## src/rtl/etq_pkg.sv

```systemverilog
// Types, constants and codes of the expiry timer queue.
`default_nettype none
package etq_pkg;
	localparam int QUEUE_DEPTH = 16;
	localparam int IDX_W = (QUEUE_DEPTH > 1) ? $clog2(QUEUE_DEPTH) : 1;
	localparam int MAX_RESULTS = 32;
	localparam int CNT_W = $clog2(MAX_RESULTS + 1);

	localparam logic [2:0] OP_ADD_A = 3'd0;
	localparam logic [2:0] OP_ADD_B = 3'd1;
	localparam logic [2:0] OP_CANCEL_OWNER = 3'd2;
	localparam logic [2:0] OP_CANCEL_PARAM = 3'd3;
	localparam logic [2:0] OP_TICK = 3'd4;

	localparam logic [1:0] KIND_FIRE_A = 2'd0;
	localparam logic [1:0] KIND_CANCEL = 2'd1;
	localparam logic [1:0] KIND_FIRE_B = 2'd2;
	localparam logic [1:0] KIND_REJECT = 2'd3;

	typedef struct packed {
		logic valid;
		logic [31:0] expiry;
		logic [15:0] owner;
		logic signed [31:0] param;
	} entry_t;

	typedef struct packed {
		logic add;
		logic remove;
		logic [IDX_W-1:0] rm_idx;
	} qcmd_t;

	typedef struct packed {
		logic shift;
		logic load;
	} cell_ctl_t;
endpackage
`default_nettype wire

```

## src/rtl/etq_cell.sv

```systemverilog
// One timer slot: holds an entry, loads a new one or takes its neighbor's.
`default_nettype none
module etq_cell (
	input wire logic clk,
	input wire logic arst_n,
	input wire etq_pkg::cell_ctl_t ctl,
	input wire etq_pkg::entry_t nbr,
	input wire etq_pkg::entry_t add_data,
	output etq_pkg::entry_t q
);
	import etq_pkg::*;

	logic valid_q;
	logic [31:0] expiry_q;
	logic [15:0] owner_q;
	logic signed [31:0] param_q;

	always_ff @(posedge clk or negedge arst_n) begin
		if (!arst_n) begin
			valid_q <= 1'b0;
		end else if (ctl.shift) begin
			valid_q <= nbr.valid;
		end else if (ctl.load) begin
			valid_q <= 1'b1;
		end
	end

	always_ff @(posedge clk) begin
		if (ctl.shift) begin
			expiry_q <= nbr.expiry;
			owner_q <= nbr.owner;
			param_q <= nbr.param;
		end else if (ctl.load) begin
			expiry_q <= add_data.expiry;
			owner_q <= add_data.owner;
			param_q <= add_data.param;
		end
	end

	assign q = '{valid: valid_q, expiry: expiry_q, owner: owner_q, param: param_q};
endmodule
`default_nettype wire

```

## src/rtl/etq_queue.sv

```systemverilog
// One compacted timer queue built as a chain of slots.
`default_nettype none
module etq_queue (
	input wire logic clk,
	input wire logic arst_n,
	input wire etq_pkg::qcmd_t cmd,
	input wire etq_pkg::entry_t add_data,
	input wire logic [etq_pkg::IDX_W-1:0] rd_idx,
	output etq_pkg::entry_t rd,
	output logic full
);
	import etq_pkg::*;

	entry_t cq [QUEUE_DEPTH];

	for (genvar i = 0; i < QUEUE_DEPTH; i++) begin : g_cell
		cell_ctl_t ctl;
		entry_t nbr;
		logic prev_valid;

		if (i == QUEUE_DEPTH - 1) begin : g_last
			assign nbr = '0;
		end else begin : g_mid
			assign nbr = cq[i+1];
		end
		if (i == 0) begin : g_first
			assign prev_valid = 1'b1;
		end else begin : g_rest
			assign prev_valid = cq[i-1].valid;
		end

		// close the gap left by a removal: every slot at or above it moves down
		assign ctl.shift = cmd.remove && (IDX_W'(i) >= cmd.rm_idx);
		assign ctl.load = cmd.add && !cq[i].valid && prev_valid;

		etq_cell u_cell (
			.clk(clk),
			.arst_n(arst_n),
			.ctl(ctl),
			.nbr(nbr),
			.add_data(add_data),
			.q(cq[i])
		);
	end

	assign rd = cq[rd_idx];
	assign full = cq[QUEUE_DEPTH-1].valid;
endmodule
`default_nettype wire

```

## src/rtl/expiry_timer_queue_unit.sv

```systemverilog
// Top level of the expiry timer queue: command sequencer, two slot chains, output stage.
//
// Takes one command at a time. A cancel walks the slot chain one slot a cycle
// while the output does not stall, staying on a slot when it removes it,
// through queue A (and queue B for cancel-owner). A tick sweeps a queue once
// per fired entry, one slot a cycle while the output does not stall, to find
// the earliest due entry, plus one sweep per queue to find nothing left.
// A result beat is held one step back so last_of_run can be marked; output
// stalls hold the sequencer. No clearing pass after reset.
`default_nettype none
module expiry_timer_queue_unit (
	input wire logic clk,
	input wire logic arst_n,
	input wire logic in_valid,
	output logic in_ready,
	input wire logic [2:0] opcode,
	input wire logic [31:0] now_seconds,
	input wire logic [31:0] delay_seconds,
	input wire logic [15:0] owner_id,
	input wire logic signed [31:0] timer_param,
	output logic out_valid,
	input wire logic out_ready,
	output logic [1:0] event_kind,
	output logic [15:0] event_owner,
	output logic signed [31:0] event_param,
	output logic last_of_run
);
	import etq_pkg::*;

	localparam logic [2:0] S_IDLE = 3'd0;
	localparam logic [2:0] S_DISP = 3'd1;
	localparam logic [2:0] S_CAN = 3'd2;
	localparam logic [2:0] S_SCAN = 3'd3;
	localparam logic [2:0] S_FIRE = 3'd4;
	localparam logic [2:0] S_DONE = 3'd5;
	localparam logic [IDX_W-1:0] LAST_IDX = IDX_W'(QUEUE_DEPTH - 1);

	logic [2:0] state_q;
	logic [2:0] op_q;
	logic [31:0] now_q;
	logic [31:0] expiry_q;
	logic [15:0] owner_q;
	logic signed [31:0] param_q;
	logic qsel_q;
	logic [IDX_W-1:0] ptr_q;
	logic best_v_q;
	logic [IDX_W-1:0] best_idx_q;
	entry_t best_q;
	logic [CNT_W-1:0] cnt_q;
	logic [31:0] last_tick_q;
	logic pend_v_q;
	logic [1:0] pend_kind_q;
	logic [15:0] pend_owner_q;
	logic signed [31:0] pend_param_q;
	logic out_valid_q;
	logic [1:0] out_kind_q;
	logic [15:0] out_owner_q;
	logic signed [31:0] out_param_q;
	logic out_last_q;

	entry_t rd_a, rd_b, rd, add_data;
	logic full_a, full_b;
	qcmd_t cmd, cmd_a, cmd_b;
	logic go, cap, match, due, scan_end, at_end;
	logic emit_v;
	logic load_out;
	logic [1:0] emit_kind;
	logic [15:0] emit_owner;
	logic signed [31:0] emit_param;
	logic [32:0] sum;

	assign go = !out_valid_q || out_ready;
	assign rd = qsel_q ? rd_b : rd_a;
	assign cap = cnt_q != CNT_W'(MAX_RESULTS);
	assign match = rd.valid && (rd.owner == owner_q) &&
		((op_q != OP_CANCEL_PARAM) || (rd.param == param_q));
	assign due = rd.valid && (rd.expiry <= now_q) &&
		(!best_v_q || (rd.expiry < best_q.expiry));
	assign scan_end = !rd.valid || (ptr_q == LAST_IDX);
	assign at_end = !cap || !rd.valid || (!match && ptr_q == LAST_IDX);
	assign add_data = '{valid: 1'b1, expiry: expiry_q, owner: owner_q, param: param_q};
	assign sum = {1'b0, now_seconds} + {1'b0, delay_seconds};
	assign load_out = pend_v_q && (emit_v || (state_q == S_DONE && go));

	always_comb begin
		emit_v = 1'b0;
		emit_kind = KIND_CANCEL;
		emit_owner = rd.owner;
		emit_param = rd.param;
		cmd = '0;
		unique case (state_q)
			S_DISP: begin
				if (go && (op_q == OP_ADD_A || op_q == OP_ADD_B)) begin
					if (qsel_q ? full_b : full_a) begin
						emit_v = 1'b1;
						emit_kind = KIND_REJECT;
						emit_owner = owner_q;
						emit_param = param_q;
					end else begin
						cmd.add = 1'b1;
					end
				end
			end
			S_CAN: begin
				if (go && cap && match) begin
					emit_v = 1'b1;
					cmd.remove = 1'b1;
					cmd.rm_idx = ptr_q;
				end
			end
			S_FIRE: begin
				if (go && cap && best_v_q) begin
					emit_v = 1'b1;
					emit_kind = qsel_q ? KIND_FIRE_B : KIND_FIRE_A;
					emit_owner = best_q.owner;
					emit_param = best_q.param;
					cmd.remove = 1'b1;
					cmd.rm_idx = best_idx_q;
				end
			end
			default: begin
			end
		endcase
		cmd_a = qsel_q ? '0 : cmd;
		cmd_b = qsel_q ? cmd : '0;
	end

	etq_queue u_queue_a (
		.clk(clk), .arst_n(arst_n), .cmd(cmd_a), .add_data(add_data),
		.rd_idx(ptr_q), .rd(rd_a), .full(full_a)
	);

	etq_queue u_queue_b (
		.clk(clk), .arst_n(arst_n), .cmd(cmd_b), .add_data(add_data),
		.rd_idx(ptr_q), .rd(rd_b), .full(full_b)
	);

	always_ff @(posedge clk or negedge arst_n) begin
		if (!arst_n) begin
			state_q <= S_IDLE;
			op_q <= '0;
			now_q <= '0;
			expiry_q <= '0;
			owner_q <= '0;
			param_q <= '0;
			qsel_q <= 1'b0;
			ptr_q <= '0;
			best_v_q <= 1'b0;
			best_idx_q <= '0;
			best_q <= '0;
			cnt_q <= '0;
			last_tick_q <= '0;
			pend_v_q <= 1'b0;
			pend_kind_q <= '0;
			pend_owner_q <= '0;
			pend_param_q <= '0;
			out_valid_q <= 1'b0;
			out_kind_q <= '0;
			out_owner_q <= '0;
			out_param_q <= '0;
			out_last_q <= 1'b0;
		end else begin
			if (load_out) begin
				out_valid_q <= 1'b1;
			end else if (out_valid_q && out_ready) begin
				out_valid_q <= 1'b0;
			end

			// hold each result one step back until the next one shows up
			if (emit_v) begin
				if (pend_v_q) begin
					out_kind_q <= pend_kind_q;
					out_owner_q <= pend_owner_q;
					out_param_q <= pend_param_q;
					out_last_q <= 1'b0;
				end
				pend_v_q <= 1'b1;
				pend_kind_q <= emit_kind;
				pend_owner_q <= emit_owner;
				pend_param_q <= emit_param;
				cnt_q <= cnt_q + CNT_W'(1);
			end

			unique case (state_q)
				S_IDLE: begin
					if (in_valid) begin
						op_q <= opcode;
						now_q <= now_seconds;
						expiry_q <= sum[32] ? '1 : sum[31:0];
						owner_q <= owner_id;
						param_q <= timer_param;
						qsel_q <= (opcode == OP_ADD_B);
						cnt_q <= '0;
						state_q <= S_DISP;
					end
				end
				S_DISP: begin
					if (go) begin
						ptr_q <= '0;
						best_v_q <= 1'b0;
						priority if (op_q == OP_CANCEL_OWNER || op_q == OP_CANCEL_PARAM) begin
							state_q <= S_CAN;
						end else if (op_q == OP_TICK) begin
							if (last_tick_q < now_q) begin
								last_tick_q <= now_q;
								qsel_q <= 1'b0;
							end else begin
								qsel_q <= 1'b1;
							end
							state_q <= S_SCAN;
						end else begin
							state_q <= S_DONE;
						end
					end
				end
				S_CAN: begin
					if (go) begin
						priority if (at_end) begin
							if (!qsel_q && cap && op_q == OP_CANCEL_OWNER) begin
								qsel_q <= 1'b1;
								ptr_q <= '0;
							end else begin
								state_q <= S_DONE;
							end
						end else if (!match) begin
							ptr_q <= ptr_q + IDX_W'(1);
						end
					end
				end
				S_SCAN: begin
					if (go) begin
						if (!cap) begin
							state_q <= S_DONE;
						end else begin
							if (due) begin
								best_v_q <= 1'b1;
								best_idx_q <= ptr_q;
								best_q <= rd;
							end
							if (scan_end) begin
								state_q <= S_FIRE;
							end else begin
								ptr_q <= ptr_q + IDX_W'(1);
							end
						end
					end
				end
				S_FIRE: begin
					if (go) begin
						ptr_q <= '0;
						best_v_q <= 1'b0;
						priority if (best_v_q && cap) begin
							state_q <= S_SCAN;
						end else if (!qsel_q && cap) begin
							qsel_q <= 1'b1;
							state_q <= S_SCAN;
						end else begin
							state_q <= S_DONE;
						end
					end
				end
				S_DONE: begin
					if (go) begin
						if (pend_v_q) begin
							out_kind_q <= pend_kind_q;
							out_owner_q <= pend_owner_q;
							out_param_q <= pend_param_q;
							out_last_q <= 1'b1;
							pend_v_q <= 1'b0;
						end
						state_q <= S_IDLE;
					end
				end
				default: begin
					state_q <= S_IDLE;
				end
			endcase
		end
	end

	assign in_ready = (state_q == S_IDLE);
	assign out_valid = out_valid_q;
	assign event_kind = out_kind_q;
	assign event_owner = out_owner_q;
	assign event_param = out_param_q;
	assign last_of_run = out_last_q;
endmodule
`default_nettype wire

```

## config.mk

```make
export PLATFORM = sky130hd
export DESIGN_NAME = expiry_timer_queue_unit
export DESIGN_NICKNAME = d
export VERILOG_FILES = /design/src/rtl/etq_pkg.sv /design/src/rtl/etq_cell.sv /design/src/rtl/etq_queue.sv /design/src/rtl/expiry_timer_queue_unit.sv
export SDC_FILE = /design/constraint.sdc
export NUM_CORES = 2
export LEC_CHECK = 0
export BUFFER_PORTS_ARGS = -buffer_cell sky130_fd_sc_hd__buf_2
export CORE_UTILIZATION = 45
export CTS_CLUSTER_DIAMETER = 80
export DETAILED_ROUTE_END_ITERATION = 12
export HOLD_SLACK_MARGIN = 0.02
export SYNTH_ARGS = -nofsm -noshare
export SYNTH_HDL_FRONTEND = slang
export SYNTH_SLANG_ARGS = --single-unit
```

## constraint.sdc

```tcl
create_clock -name clk -period 8.7 [get_ports clk]
set_input_delay 1.74 -clock clk [delete_from_list [all_inputs] [get_ports clk]]
set_output_delay 1.74 -clock clk [all_outputs]
set_load 0.01 [all_outputs]
```

==> flow_summary.toml <==
[setup_path]
critPathArrivalTime_ns = 8.30
critPathCaptureType = "flop"
worst-r2r-setup-slack_ns = 1.09
path_class = "reg -> reg"
crit_required_ns = 9.39
critPathMaxFanout = 40
critPathLaunchType = "flop"

[detailed_routing]
vias = 93492
dr.pass1.iters = 6
wirelength_um = 521300
drt_iter0_drc = 11062
drc_errors = 0
antenna_left = 0
via_per_inst = 6.580
wl_per_cell_um = 36.69

[global_routing]
overflow = 0
globalRoute.busiestLayer = "met2"
grt_pass1_wl_um = 729400
grt_start_max_net_pins = 111
grtUsageTotal_pct = 31.00
met3_usage_pct = 4.977
antenna_found_initial = 10
grt_pass1_vias = 93839
gr-usage-met1_pct = 40.78
met2_usage_pct = 50.69

[floorplanning]
dieArea_um2 = 331000
die_h_um = 575.3
die_w_um = 575.3
ios = 172
rows = 210
start_util_pct = 45.22
core_um2 = 327100

[power_and_ir_drop]
switchingPower_mw = 17.11
p_leak_nw = 54.74
pwr-share-comb_pct = 33.0
peakVddDrop_v = 0.0002098
swShare_pct = 32.90
seqPwrFrac_pct = 39.6
intPower_mw = 34.89
power_density_nw_per_um2 = 313.2
clkPwrFrac_pct = 27.3
p_total_mw = 52.00

[timing]
final.setup.tns_ns = 0
setup_viol = 0
worst_pin_slew_ns = 1.500
hold_violations = 0
timing.final.crit_share_pct = 87.46
finalMaxSlewViolations = 16
rsz0062_at_grt = "false"
fin_skew_ns = 0.08384
max_freq_ghz = 0.1314
max-slew-margin-rel_pct = -0.2547
layout_min_cycle_time_ns = 7.609
worst_slack_ns = 1.091

[synth]
yosysTopAreaCell = "edfxtp_1"
synthFlopType = "edfxtp_1"
synth_edf_count = 2400
synth.avg_cell_area_um2 = 15.31
synthMostInstantiatedCell = "edfxtp_1"
synth_area_um2 = 147900
yosys-top-cells-area = "edfxtp_1 49%, mux2_2 16%, mux4_2 8.3%, dfrtp_1 6.4%, mux2_1 4.2%"
netlist.area_leader.share_pct = 48.72
seq_area_frac_synth_pct = 57.33
synth_nets = 9910
synth_seq_cells = 2941
ys_types = 90
ys_warn_count = 0
synth-async-reset-ratio_pct = 12.95
synthCells = 9661
synth_common_cells = "2400 x edfxtp_1, 2071 x mux2_2, 586 x nand2_1"

[placement]
pre_cts_slack_ns = 1.215
gp_congestion = 0.8635
placed_cells_incl_taps = 13584
hpwl_um = 297800
numPortBuffers = 171

[clock_tree]
cts.sinks = 2941
post_cts_resized = 0
clkTransAtPathRegs_ns = 0.06
ctsHoldBuffers = 0
ctsLongestPathBuffers = 4
postCtsSetupBuffers = 0
root_buffer = "clkbuf_16"
cts_made_buffers = 332
cts_max_level = 5
cts_tree = "done"
worstSkewPairLatency_ns = 0.99

[flow_run]
cap_violations = 1

[layout]
fin_nets = 9821
area_growth_syn_to_layout_pct = 12.23
num-fill-cells = 27095
layout.cells.non_filler = 14209
drive_gt1_share_pct = 37.85

[hold_path]
hp-class = "reg -> reg"

[status]
violations = "max-capacitance violations, max-slew violations"
status = "finished, violations left"
sequential cells by signal (all words and copies together) (netlist names), 3 cells and up:
name,count
u_queue_a.g_cell.u_cell.expiry_q,512
u_queue_a.g_cell.u_cell.param_q,512
u_queue_b.g_cell.u_cell.expiry_q,512
u_queue_b.g_cell.u_cell.param_q,512
u_queue_a.g_cell.u_cell.owner_q,256
u_queue_b.g_cell.u_cell.owner_q,256
best_q,80
event_param,32
expiry_q,32
last_tick_q,32
now_q,32
param_q,32
pend_param_q,32
event_owner,16
owner_q,16
pend_owner_q,16
u_queue_a.g_cell.u_cell.valid_q,16
u_queue_b.g_cell.u_cell.valid_q,16
cnt_q,6
best_idx_q,4
ptr_q,4
op_q,3
state_q,3
worst max-delay path, stage by stage (launching register included):
cell and delay [ns]:
dfrtp_4 1.08, buf_4 0.71, mux4_2 0.64, a22oi_1 0.17
nand4_1 0.32, xor2_1 0.30, nor4_1 0.93, nand3_1 0.25
o31ai_4 0.49, and3_1 0.51, o21ai_2 0.29, a21oi_4 0.26
buf_12 0.45, buf_4 0.41, mux2_2 0.38
metrics by stage:
| stage | cell area [um^2] | hold slack, ns | utilization (%) |
|---|---|---|---|
| floorplan | 147900 | 0.4427 | - |
| global placement | 155100 | 0.4503 | 47.41 |
| detailed placement | 155100 | 0.4575 | 47.41 |
| CTS | 166000 | 0.4659 | 50.75 |
| global route | 166000 | 0.4753 | 50.75 |
| finish | 166000 | 0.4682 | 50.75 |
per-layer routing:
metal | share of wire (%) | routed length (um) | vias up
li1 | - | - | 37629
met1 | 39 | 204700 | 49856
met2 | 48 | 248700 | 4871
met3 | 8.1 | 42000 | 1132
met4 | 5.0 | 25910 | 4
met5 | 0.0052 | 27 | -
placed cells by master (no fill, tap or decap), types with 95 or more instances in the layout:
| cell | count |
|---|---|
| clkbuf_16 | 338 |
| edfxtp_1 | 2400 |
| buf_2 | 170 |
| nand3_1 | 114 |
| mux4_2 | 545 |
| dfrtp_1 | 376 |
| mux2_2 | 2071 |
| clkbuf_1 | 95 |
| dfxtp_1 | 160 |
| a21oi_1 | 233 |
| nand2_1 | 583 |
| mux2_1 | 552 |
| buf_12 | 150 |
| buf_4 | 178 |
| a22oi_1 | 288 |
| inv_1 | 95 |
| mux2i_1 | 350 |
| nor2_1 | 127 |
| ha_1 | 129 |
cell families after synthesis:
kind of cell / count (synthesis) / synth area share, %
adders and majority gates: 130 / 1.105
AOI/OAI and AO/OA: 907 / 4.124
and+or+nand+nor: 1073 / 3.256
muxes: 3518 / 30.63
DFF: 2941 / 57.33
xor gates and xnor gates: 73 / 0.4322
buffers and inverters: 1019 / 3.118
power groups by stage:
stage | clock, mW | combinational [mW] | sequential (mW)
floorplan | 0 | 12.7 | 19.5
global placement | 0 | 16.6 | 20.7
detailed placement | 0 | 17.0 | 20.8
CTS | 14.3 | 17.1 | 20.6
global route | 14.9 | 18.3 | 20.8
finish | 14.2 | 17.2 | 20.6
layout make-up:
type	instances	area [um^2]	area share [%]
inverter	97	371.6	0.2238
antenna	4	10.01	0.006029
timing repair buffer	499	5205	3.135
clock inverter	145	1528	0.9202
clock buffer	476	9407	5.666
sequential	2941	84830	51.09
multi-input combinational	5701	59240	35.68
tap	4346	5438	3.275
final timing paths:
kind / startpoint / to / cells past startpoint
setup / recovery: ptr_q[0] / u_queue_b.g_cell[14].u_cell.param_q[20] / 14
hold / removal: u_queue_b.g_cell[15].u_cell.param_q[1] / u_queue_b.g_cell[15].u_cell.param_q[1] / 2
setup reg to reg: ptr_q[0] / u_queue_b.g_cell[14].u_cell.param_q[20] / 14
hold reg to reg: u_queue_b.g_cell[15].u_cell.param_q[1] / u_queue_b.g_cell[15].u_cell.param_q[1] / 2
max in group asynchronous: arst_n / best_q[79] / 3
min in group asynchronous: arst_n / best_q[38] / 1
Note: power is estimated with default switching activity, not from simulation.
